**config.mk**
```make
export PLATFORM = sky130hd
export DESIGN_NAME = lut_entry_quantize_and_place_top
export DESIGN_NICKNAME = d
export VERILOG_FILES = /design/src/rtl/lutq_pkg.sv /design/src/rtl/lut_entry_quantize_and_place_top.sv
export SDC_FILE = /design/constraint.sdc
export NUM_CORES = 2
export LEC_CHECK = 0
export BUFFER_PORTS_ARGS = -buffer_cell sky130_fd_sc_hd__buf_2
export CORE_MARGIN = 2
export CORE_UTILIZATION = 35
export CTS_CLUSTER_DIAMETER = 150
export DETAILED_ROUTE_END_ITERATION = 7
export GPL_ROUTABILITY_DRIVEN = 0
export PLACE_DENSITY_LB_ADDON = 0.1
export SYNTH_ARGS = -nofsm -noshare
export SYNTH_HDL_FRONTEND = slang
export SYNTH_SLANG_ARGS = --single-unit
```
**constraint.sdc**
```tcl
create_clock -name aclk -period 26.1 [get_ports aclk]
set_input_delay 6.525 -clock aclk [delete_from_list [all_inputs] [get_ports aclk]]
set_output_delay 6.525 -clock aclk [all_outputs]
set_load 0.02 [all_outputs]
```
**src/rtl/lutq_pkg.sv**
```systemverilog
// Shared types and constants for the cube LUT entry quantizer.
// Holds field widths, configuration register indexes and reset values.
// No dependencies.
package lutq_pkg;

    localparam int VALUE_W   = 32;   // signed Q15.16 input and domain bound
    localparam int OUT_W     = 16;   // quantized channel
    localparam int ENTRY_W   = 21;   // entry_index field
    localparam int CFG_W     = 32;   // widest configuration register
    localparam int SIDE_REG_W = 8;   // lut_side register
    localparam int NUM_CH    = 3;

    // Division datapath: numerator 2*d*65535 + span, divisor 2*span.
    localparam int DIFF_W    = VALUE_W + 1;
    localparam int NUM_W     = DIFF_W + 18;
    localparam int DSH_W     = DIFF_W + 17;
    localparam int QBIT_W    = 4;

    localparam logic [SIDE_REG_W-1:0] LUT_MIN_SIDE   = 8'd2;
    localparam logic [SIDE_REG_W-1:0] LUT_SIDE_RESET = 8'd2;
    localparam logic [VALUE_W-1:0]    DOM_LOW_RESET  = 32'h0000_0000;
    localparam logic [VALUE_W-1:0]    DOM_HIGH_RESET = 32'h0001_0000;

    typedef logic [2:0] cfg_addr_t;

    localparam cfg_addr_t CFG_LUT_SIDE   = 3'd0;
    localparam cfg_addr_t CFG_RED_LOW    = 3'd1;
    localparam cfg_addr_t CFG_RED_HIGH   = 3'd2;
    localparam cfg_addr_t CFG_GREEN_LOW  = 3'd3;
    localparam cfg_addr_t CFG_GREEN_HIGH = 3'd4;
    localparam cfg_addr_t CFG_BLUE_LOW   = 3'd5;
    localparam cfg_addr_t CFG_BLUE_HIGH  = 3'd6;

    localparam int S_TDATA_W = NUM_CH * VALUE_W;                       // 96
    localparam int M_TDATA_W = ((ENTRY_W + NUM_CH * OUT_W + 7) / 8) * 8; // 72

endpackage

```
**src/rtl/lut_entry_quantize_and_place_top.sv**
```systemverilog
// Cube LUT entry quantizer: maps each color triple onto 16-bit channels
// and places it in the cube raster. Depends on lutq_pkg.
//
// Usage:
//   Input words arrive on s_tvalid/s_tready/s_tdata, one color triple each.
//   Each word yields one result word on m_tvalid/m_tready/m_tdata with the
//   cube entry index and the three quantized channels; m_tlast marks the
//   entry that completes the cube and m_tuser flags entries beyond it.
//   Configuration (cube side, per-channel domain) is written through
//   cfg_wr_en/cfg_addr/cfg_wr_data while the block is idle.
// Timing:
//   An item passes through accept (idle), differences and the row term of
//   the index, numerator and divisor setup, the restoring division (one
//   quotient bit per cycle, three channels side by side), and the load of
//   the output register. s_tready is high only in the idle state.
// Reset and stall:
//   aresetn (synchronous, active low) restores side 2 and domain 0..1 and
//   clears the raster counters and entry count. A stalled receiver holds
//   the result in the output register; the next input word is still taken
//   and processed, and waits for the register before it is loaded.
module lut_entry_quantize_and_place_top #(
    parameter int MAX_SIDE = 128
) (
    input  logic                          aclk,
    input  logic                          aresetn,
    // s_tdata: red_value[31:0], green_value[63:32], blue_value[95:64]
    input  logic                          s_tvalid,
    output logic                          s_tready,
    input  logic [lutq_pkg::S_TDATA_W-1:0] s_tdata,
    // m_tdata: entry_index[20:0], red_out[36:21], green_out[52:37],
    //          blue_out[68:53], zero fill above
    output logic                          m_tvalid,
    input  logic                          m_tready,
    output logic [lutq_pkg::M_TDATA_W-1:0] m_tdata,
    output logic                          m_tlast,   // cube_complete
    output logic                          m_tuser,   // overflow
    input  logic                          cfg_wr_en,
    input  lutq_pkg::cfg_addr_t           cfg_addr,
    input  logic [lutq_pkg::CFG_W-1:0]    cfg_wr_data
);
    import lutq_pkg::*;

    localparam int POS_W  = (MAX_SIDE > 2) ? $clog2(MAX_SIDE) : 1;
    localparam int SIDE_W = $clog2(MAX_SIDE + 1);
    localparam int SQ_W   = $clog2(MAX_SIDE * MAX_SIDE + 1);
    localparam int T1_W   = $clog2(MAX_SIDE * MAX_SIDE);
    localparam int IDX_W  = $clog2(MAX_SIDE * MAX_SIDE * MAX_SIDE);
    localparam int CNT_W  = $clog2(MAX_SIDE * MAX_SIDE * MAX_SIDE + 2);
    localparam logic [SIDE_REG_W-1:0] MAX_SIDE_B = SIDE_REG_W'(MAX_SIDE);

    typedef enum logic [2:0] {
        ST_IDLE,
        ST_PREP,
        ST_SETUP,
        ST_DIV,
        ST_DONE
    } state_t;

    state_t state_reg;

    // configuration
    logic [SIDE_REG_W-1:0] lut_side_reg;
    logic [VALUE_W-1:0]    dom_low_reg  [NUM_CH];
    logic [VALUE_W-1:0]    dom_high_reg [NUM_CH];

    // raster position and entry count
    logic [POS_W-1:0] column_pos_reg;
    logic [POS_W-1:0] row_pos_reg;
    logic [POS_W-1:0] slice_pos_reg;
    logic [CNT_W-1:0] entries_seen_reg;

    // per-item datapath
    logic [VALUE_W-1:0]       val_reg  [NUM_CH];
    logic signed [DIFF_W-1:0] diff_reg [NUM_CH];
    logic signed [DIFF_W-1:0] span_reg [NUM_CH];
    logic                     zero_reg [NUM_CH];
    logic                     full_reg [NUM_CH];
    logic [NUM_W-1:0]         rem_reg  [NUM_CH];
    logic [DSH_W-1:0]         dsh_reg  [NUM_CH];
    logic [OUT_W-1:0]         quo_reg  [NUM_CH];
    logic [QBIT_W-1:0]        bit_cnt_reg;
    logic [T1_W-1:0]          t1_reg;
    logic [SQ_W-1:0]          sq_reg;
    logic [IDX_W-1:0]         idx_reg;
    logic [CNT_W-1:0]         cube_reg;

    // output register
    logic                 m_tvalid_reg;
    logic [M_TDATA_W-1:0] m_tdata_reg;
    logic                 m_tlast_reg;
    logic                 m_tuser_reg;

    logic [SIDE_W-1:0] side_eff;
    logic [POS_W-1:0]  last_pos;
    logic [POS_W-1:0]  col_clamp;
    logic [POS_W-1:0]  row_clamp;
    logic [POS_W-1:0]  slice_clamp;
    logic [NUM_W-1:0]  rem_next [NUM_CH];
    logic              qbit     [NUM_CH];
    logic [OUT_W-1:0]  chan_out [NUM_CH];
    logic [CNT_W-1:0]  seen_inc;
    logic [CNT_W-1:0]  seen_next;
    logic              out_free;

    always_comb begin
        if (lut_side_reg < LUT_MIN_SIDE) begin
            side_eff = SIDE_W'(LUT_MIN_SIDE);
        end else if (lut_side_reg > MAX_SIDE_B) begin
            side_eff = SIDE_W'(MAX_SIDE_B);
        end else begin
            side_eff = SIDE_W'(lut_side_reg);
        end
        last_pos    = POS_W'(side_eff - SIDE_W'(1));
        col_clamp   = (column_pos_reg > last_pos) ? last_pos : column_pos_reg;
        row_clamp   = (row_pos_reg > last_pos) ? last_pos : row_pos_reg;
        slice_clamp = (slice_pos_reg > last_pos) ? last_pos : slice_pos_reg;

        for (int c = 0; c < NUM_CH; c++) begin
            qbit[c]     = (rem_reg[c] >= NUM_W'(dsh_reg[c]));
            rem_next[c] = qbit[c] ? (rem_reg[c] - NUM_W'(dsh_reg[c])) : rem_reg[c];
            if (zero_reg[c]) begin
                chan_out[c] = '0;
            end else if (full_reg[c]) begin
                chan_out[c] = '1;
            end else begin
                chan_out[c] = quo_reg[c];
            end
        end

        // saturate the count at side cubed plus one
        seen_inc  = entries_seen_reg + CNT_W'(1);
        seen_next = (seen_inc > cube_reg + CNT_W'(1)) ? cube_reg + CNT_W'(1) : seen_inc;
        out_free  = !m_tvalid_reg || m_tready;
    end

    always_ff @(posedge aclk) begin
        if (!aresetn) begin
            state_reg        <= ST_IDLE;
            lut_side_reg     <= LUT_SIDE_RESET;
            for (int c = 0; c < NUM_CH; c++) begin
                dom_low_reg[c]  <= DOM_LOW_RESET;
                dom_high_reg[c] <= DOM_HIGH_RESET;
            end
            column_pos_reg   <= '0;
            row_pos_reg      <= '0;
            slice_pos_reg    <= '0;
            entries_seen_reg <= '0;
            bit_cnt_reg      <= '0;
            m_tvalid_reg     <= 1'b0;
        end else begin
            if (cfg_wr_en) begin
                unique case (cfg_addr)
                    CFG_LUT_SIDE:   lut_side_reg    <= cfg_wr_data[SIDE_REG_W-1:0];
                    CFG_RED_LOW:    dom_low_reg[0]  <= cfg_wr_data;
                    CFG_RED_HIGH:   dom_high_reg[0] <= cfg_wr_data;
                    CFG_GREEN_LOW:  dom_low_reg[1]  <= cfg_wr_data;
                    CFG_GREEN_HIGH: dom_high_reg[1] <= cfg_wr_data;
                    CFG_BLUE_LOW:   dom_low_reg[2]  <= cfg_wr_data;
                    CFG_BLUE_HIGH:  dom_high_reg[2] <= cfg_wr_data;
                    default: ;
                endcase
            end

            // drop a taken word; a load in ST_DONE sets valid instead
            if (m_tvalid_reg && m_tready && state_reg != ST_DONE) begin
                m_tvalid_reg <= 1'b0;
            end

            unique case (state_reg)
                ST_IDLE: begin
                    if (s_tvalid) begin
                        for (int c = 0; c < NUM_CH; c++) begin
                            val_reg[c] <= s_tdata[c*VALUE_W +: VALUE_W];
                        end
                        state_reg <= ST_PREP;
                    end
                end
                ST_PREP: begin
                    for (int c = 0; c < NUM_CH; c++) begin
                        diff_reg[c] <= $signed({val_reg[c][VALUE_W-1], val_reg[c]})
                                     - $signed({dom_low_reg[c][VALUE_W-1], dom_low_reg[c]});
                        span_reg[c] <= $signed({dom_high_reg[c][VALUE_W-1], dom_high_reg[c]})
                                     - $signed({dom_low_reg[c][VALUE_W-1], dom_low_reg[c]});
                    end
                    // pull counters back inside a cube that shrank
                    column_pos_reg <= col_clamp;
                    row_pos_reg    <= row_clamp;
                    slice_pos_reg  <= slice_clamp;
                    t1_reg <= T1_W'(T1_W'(slice_clamp) * T1_W'(side_eff)) + T1_W'(row_clamp);
                    sq_reg <= SQ_W'(SQ_W'(side_eff) * SQ_W'(side_eff));
                    state_reg <= ST_SETUP;
                end
                ST_SETUP: begin
                    for (int c = 0; c < NUM_CH; c++) begin
                        zero_reg[c] <= (span_reg[c] <= 33'sd0) || (diff_reg[c] <= 33'sd0);
                        full_reg[c] <= (diff_reg[c] >= span_reg[c]);
                        // 2*d*65535 + span, d*65535 as (d << 16) - d
                        rem_reg[c]  <= (NUM_W'($unsigned(diff_reg[c])) << 17)
                                     - (NUM_W'($unsigned(diff_reg[c])) << 1)
                                     + NUM_W'($unsigned(span_reg[c]));
                        // divisor 2*span aligned to the top quotient bit
                        dsh_reg[c]  <= DSH_W'($unsigned(span_reg[c])) << 16;
                        quo_reg[c]  <= '0;
                    end
                    idx_reg  <= IDX_W'(IDX_W'(t1_reg) * IDX_W'(side_eff))
                              + IDX_W'(column_pos_reg);
                    cube_reg <= CNT_W'(CNT_W'(sq_reg) * CNT_W'(side_eff));
                    bit_cnt_reg <= QBIT_W'(OUT_W - 1);
                    state_reg   <= ST_DIV;
                end
                ST_DIV: begin
                    for (int c = 0; c < NUM_CH; c++) begin
                        rem_reg[c] <= rem_next[c];
                        quo_reg[c] <= {quo_reg[c][OUT_W-2:0], qbit[c]};
                        dsh_reg[c] <= dsh_reg[c] >> 1;
                    end
                    if (bit_cnt_reg == '0) begin
                        state_reg <= ST_DONE;
                    end else begin
                        bit_cnt_reg <= bit_cnt_reg - QBIT_W'(1);
                    end
                end
                ST_DONE: begin
                    // hold until the output register is free
                    if (out_free) begin
                        m_tvalid_reg <= 1'b1;
                        m_tdata_reg  <= M_TDATA_W'({chan_out[2], chan_out[1], chan_out[0],
                                                    ENTRY_W'(idx_reg)});
                        m_tlast_reg  <= (seen_next == cube_reg);
                        m_tuser_reg  <= (seen_next > cube_reg);
                        entries_seen_reg <= seen_next;
                        if (column_pos_reg != last_pos) begin
                            column_pos_reg <= column_pos_reg + POS_W'(1);
                        end else if (row_pos_reg != last_pos) begin
                            row_pos_reg    <= row_pos_reg + POS_W'(1);
                            column_pos_reg <= '0;
                        end else if (slice_pos_reg != last_pos) begin
                            slice_pos_reg  <= slice_pos_reg + POS_W'(1);
                            column_pos_reg <= '0;
                            row_pos_reg    <= '0;
                        end
                        state_reg <= ST_IDLE;
                    end
                end
                default: state_reg <= ST_IDLE;
            endcase
        end
    end

    assign s_tready = (state_reg == ST_IDLE);
    assign m_tvalid = m_tvalid_reg;
    assign m_tdata  = m_tdata_reg;
    assign m_tlast  = m_tlast_reg;
    assign m_tuser  = m_tuser_reg;

endmodule

```
==> flow_summary.json <==
{
  "maxClockFrequency_ghz": 0.101,
  "timing.reg2reg.setup_slack_ns": 16.16,
  "grt_pass1_vias": 59917,
  "antenna_found_initial": 33,
  "core_area_sq_um": 225000,
  "p_leak_nw": 38.4,
  "p_total_w": 0.00564,
  "worst_clock_skew_ns": 0.0353,
  "die_y_um": 481,
  "largest_reg_flops": 153,
  "worstPathArrival_ns": 10.49,
  "vias": 60249,
  "postSynth.asyncResetShare": 0,
  "grt_max_degree": 139,
  "min_to": "m_tdata[7]$_DFFE_PP_",
  "cts_resized": 0,
  "endpoint_kind": "flip-flop",
  "critPathRequiredTime_ns": 26.65,
  "drt-initial-drc-count": 4432,
  "reg2regPathDepth": 33,
  "cp_slowest_stage_delay_ns": 0.70,
  "cts_made_buffers": 136,
  "firstDrtPassIters": 6,
  "postRouteAntennaNets": 0,
  "hold_ws_ns": 0.417,
  "fin_nets": 9617,
  "status": "completed",
  "critPathMaxFanout": 38,
  "timing_hold_violations_final": 0,
  "avgSynthCellArea_sq_um": 9.80,
  "synth_flop_cell": "edfxtp_1",
  "numPortBuffers": 208,
  "wirelength_um": 253000,
  "die-area_sq_um": 231000,
  "ctsHoldBuffers": 0,
  "slowest_stage": "a21oi_1",
  "fin_cells": 11452,
  "worstReg2RegEnd": "t1_reg[13]$_DFFE_PP_",
  "boundaryPins": 212,
  "period_share": 0.381,
  "rows": 174,
  "root_buffer": "clkbuf_16",
  "area_growth_pct": 11.8,
  "hold_path_class": "reg -> reg",
  "grt_pass1_wl_um": 379000,
  "dp_cells": 11195,
  "yosys_warnings": 0,
  "cp_num_buf_inv": 5,
  "synth_cell_types": 90,
  "vias_per_cell": 5.26,
  "clock_latency_ns": 0.81,
  "setup_violations": 0,
  "rsz0062_at_grt": "false",
  "nFillCells": 22310,
  "report.final.slew_viol_count": 0,
  "initial_utilization": 0.353,
  "irDropWorstVdd_mv": 0.0632,
  "htree_num_levels": 4,
  "maxCapViolCount": 0,
  "hp-start": "idx_reg[7]$_DFFE_PP_",
  "syn_inst": 8113,
  "grt_use_total": 0.217,
  "die_w_um": 481,
  "ys_seq_area_frac": 0.386,
  "synth_edf_count": 982,
  "max_slew_margin": 0.137,
  "routedWlPerCell_um": 22.1,
  "drive_gt1_frac": 0.0653,
  "r2r_start": "lut_side_reg[3]$_SDFFE_PN0P_",
  "p_per_area_nw_per_um2": 63.4,
  "synthesis.area_sq_um": 79500,
  "cts_setup_buffers": 0,
  "clock_path_buffers": 3,
  "clkSlewWorstSetupHoldPaths_ns": 0.06,
  "holdPathStages": 0,
  "synth-seq-cells": 1041,
  "tightest_slew_ns": 1.29,
  "start_kind": "flip-flop",
  "fin_setup_tns_ns": 0,
  "cts.sinks": 1041,
  "drcViolationCount": 0,
  "place_hpwl_um": 199000,
  "overflow": 0,
  "critical_path.top_delay_family": "adder cells",
  "crit_type": "reg -> reg",
  "cts_tree": "built",
  "min_period_ns": 9.94
}
[worst reg2reg max path, delay by kind of cell, from the launching register on]
kind            cells  cell delay, ns
buf+inv             5            0.99
fa+ha+maj           8            3.22
simple gates        7            1.96
xor+xnor            2            0.54
compound gates     11            2.55
flops               1            0.43
[through the flow]
step | util | setup slack, ns | area (sq um)
detailed placement | 0.374 | 15.42 | 84200
floorplan | - | 10.14 | 79600
global placement | 0.374 | 15.47 | 84200
CTS | 0.394 | 16.15 | 88900
finish | 0.394 | 16.16 | 88900
global route | 0.394 | 15.39 | 88900
[where the power goes]
group	switching, W	internal (W)	leakage, nW
Combinational	0.000927	0.000595	26.6
Sequential	0.000106	0.00202	9.58
Clock	0.000810	0.00118	2.25
[area by class of cell]
class / count / area, sq um / area share
Clock buffer: 170 / 3670 / 0.0413
Inverter: 1010 / 3800 / 0.0427
Timing Repair Buffer: 256 / 1410 / 0.0159
Clock inverter: 77 / 982 / 0.0111
Sequential cell: 1041 / 30700 / 0.345
Multi-Input combinational cell: 5896 / 44600 / 0.501
Tap cell: 2992 / 3740 / 0.0421
Antenna cell: 10 / 25.0 / 0.000282
[layer usage]
metal	wire length, um	vias to the layer above	GRT usage	share of wire
met1	117000	29346	0.300	0.46
met3	12900	367	0.0342	0.051
met5	141	-	0	0.00056
met2	115000	1424	0.348	0.46
met4	7490	22	0.0649	0.030
li1	-	29090	-	-
[logic make-up after synthesis]
logic type / after synthesis / synth area share
muxes: 51 / 0.00656
and+or+nand+nor: 2242 / 0.137
AOI/OAI and AO/OA: 1927 / 0.152
xor gates and xnor gates: 509 / 0.0561
buffers and inverters: 1197 / 0.0568
DFF: 1041 / 0.386
adders and majority gates: 1144 / 0.206
other: 2 / 0.0000945
[how the worst max path moves through the flow]
| stage | from | cells after the start | to |
|---|---|---|---|
| floorplan | aresetn | 4 | dsh_reg[0][0]$_SDFFCE_PN0P_ |
| global placement | aresetn | 10 | rem_reg[0][32]$_DFFE_PP_ |
| detailed placement | aresetn | 7 | rem_reg[0][137]$_DFFE_PP_ |
| CTS | lut_side_reg[3]$_SDFFE_PN0P_ | 33 | t1_reg[13]$_DFFE_PP_ |
| global route | lut_side_reg[3]$_SDFFE_PN0P_ | 33 | t1_reg[13]$_DFFE_PP_ |
| finish | lut_side_reg[3]$_SDFFE_PN0P_ | 33 | t1_reg[13]$_DFFE_PP_ |
[Yosys cell counts, types with 20 or more instances]
| cell | number | area share |
|---|---|---|
| nor2_1 | 578 | 0.027 |
| xnor2_1 | 348 | 0.038 |
| a21oi_1 | 562 | 0.035 |
| nor4_1 | 57 | 0.0045 |
| edfxtp_1 | 982 | 0.37 |
| xor2_1 | 161 | 0.018 |
| and2_1 | 246 | 0.019 |
| and3_1 | 76 | 0.0060 |
| a221oi_1 | 20 | 0.0022 |
| a311oi_1 | 21 | 0.0023 |
| or2_2 | 26 | 0.0020 |
| fa_1 | 275 | 0.069 |
| or3_1 | 43 | 0.0034 |
| a31oi_1 | 53 | 0.0042 |
| nand2_1 | 625 | 0.030 |
| mux2i_1 | 46 | 0.0058 |
| o21bai_1 | 63 | 0.0059 |
| clkbuf_1 | 156 | 0.0074 |
| a21boi_0 | 34 | 0.0032 |
| nor2b_1 | 86 | 0.0068 |
| nand3_1 | 132 | 0.0083 |
| o31ai_1 | 45 | 0.0042 |
| dfxtp_1 | 59 | 0.015 |
| o21a_1 | 84 | 0.0079 |
| a21o_1 | 253 | 0.024 |
| buf_1 | 22 | 0.0010 |
| nand4_1 | 84 | 0.0066 |
| a211oi_1 | 72 | 0.0068 |
| o21ai_0 | 489 | 0.031 |
| o211ai_1 | 40 | 0.0038 |
| ha_1 | 865 | 0.14 |
| nor3_1 | 107 | 0.0067 |
| inv_1 | 1006 | 0.048 |
| nand2b_1 | 120 | 0.0094 |
[placed cells by master, fill, tap and decap left out, types with 58 or more instances in the layout]
cell,Yosys,layout
nor3_1,107,106
a211oi_1,72,72
nand3_1,132,131
xnor2_1,348,348
clkbuf_16,0,139
dfxtp_1,59,58
a21oi_1,562,560
nor2_1,578,573
a21o_1,253,253
o21bai_1,63,63
nand2_1,625,625
nand2b_1,120,120
ha_1,865,865
buf_2,5,208
o21ai_0,489,482
fa_1,275,275
nor2b_1,86,84
inv_1,1006,1004
and2_1,246,246
edfxtp_1,982,982
o21a_1,84,84
nand4_1,84,84
and3_1,76,75
xor2_1,161,161
(Power assumes the default switching activity.)
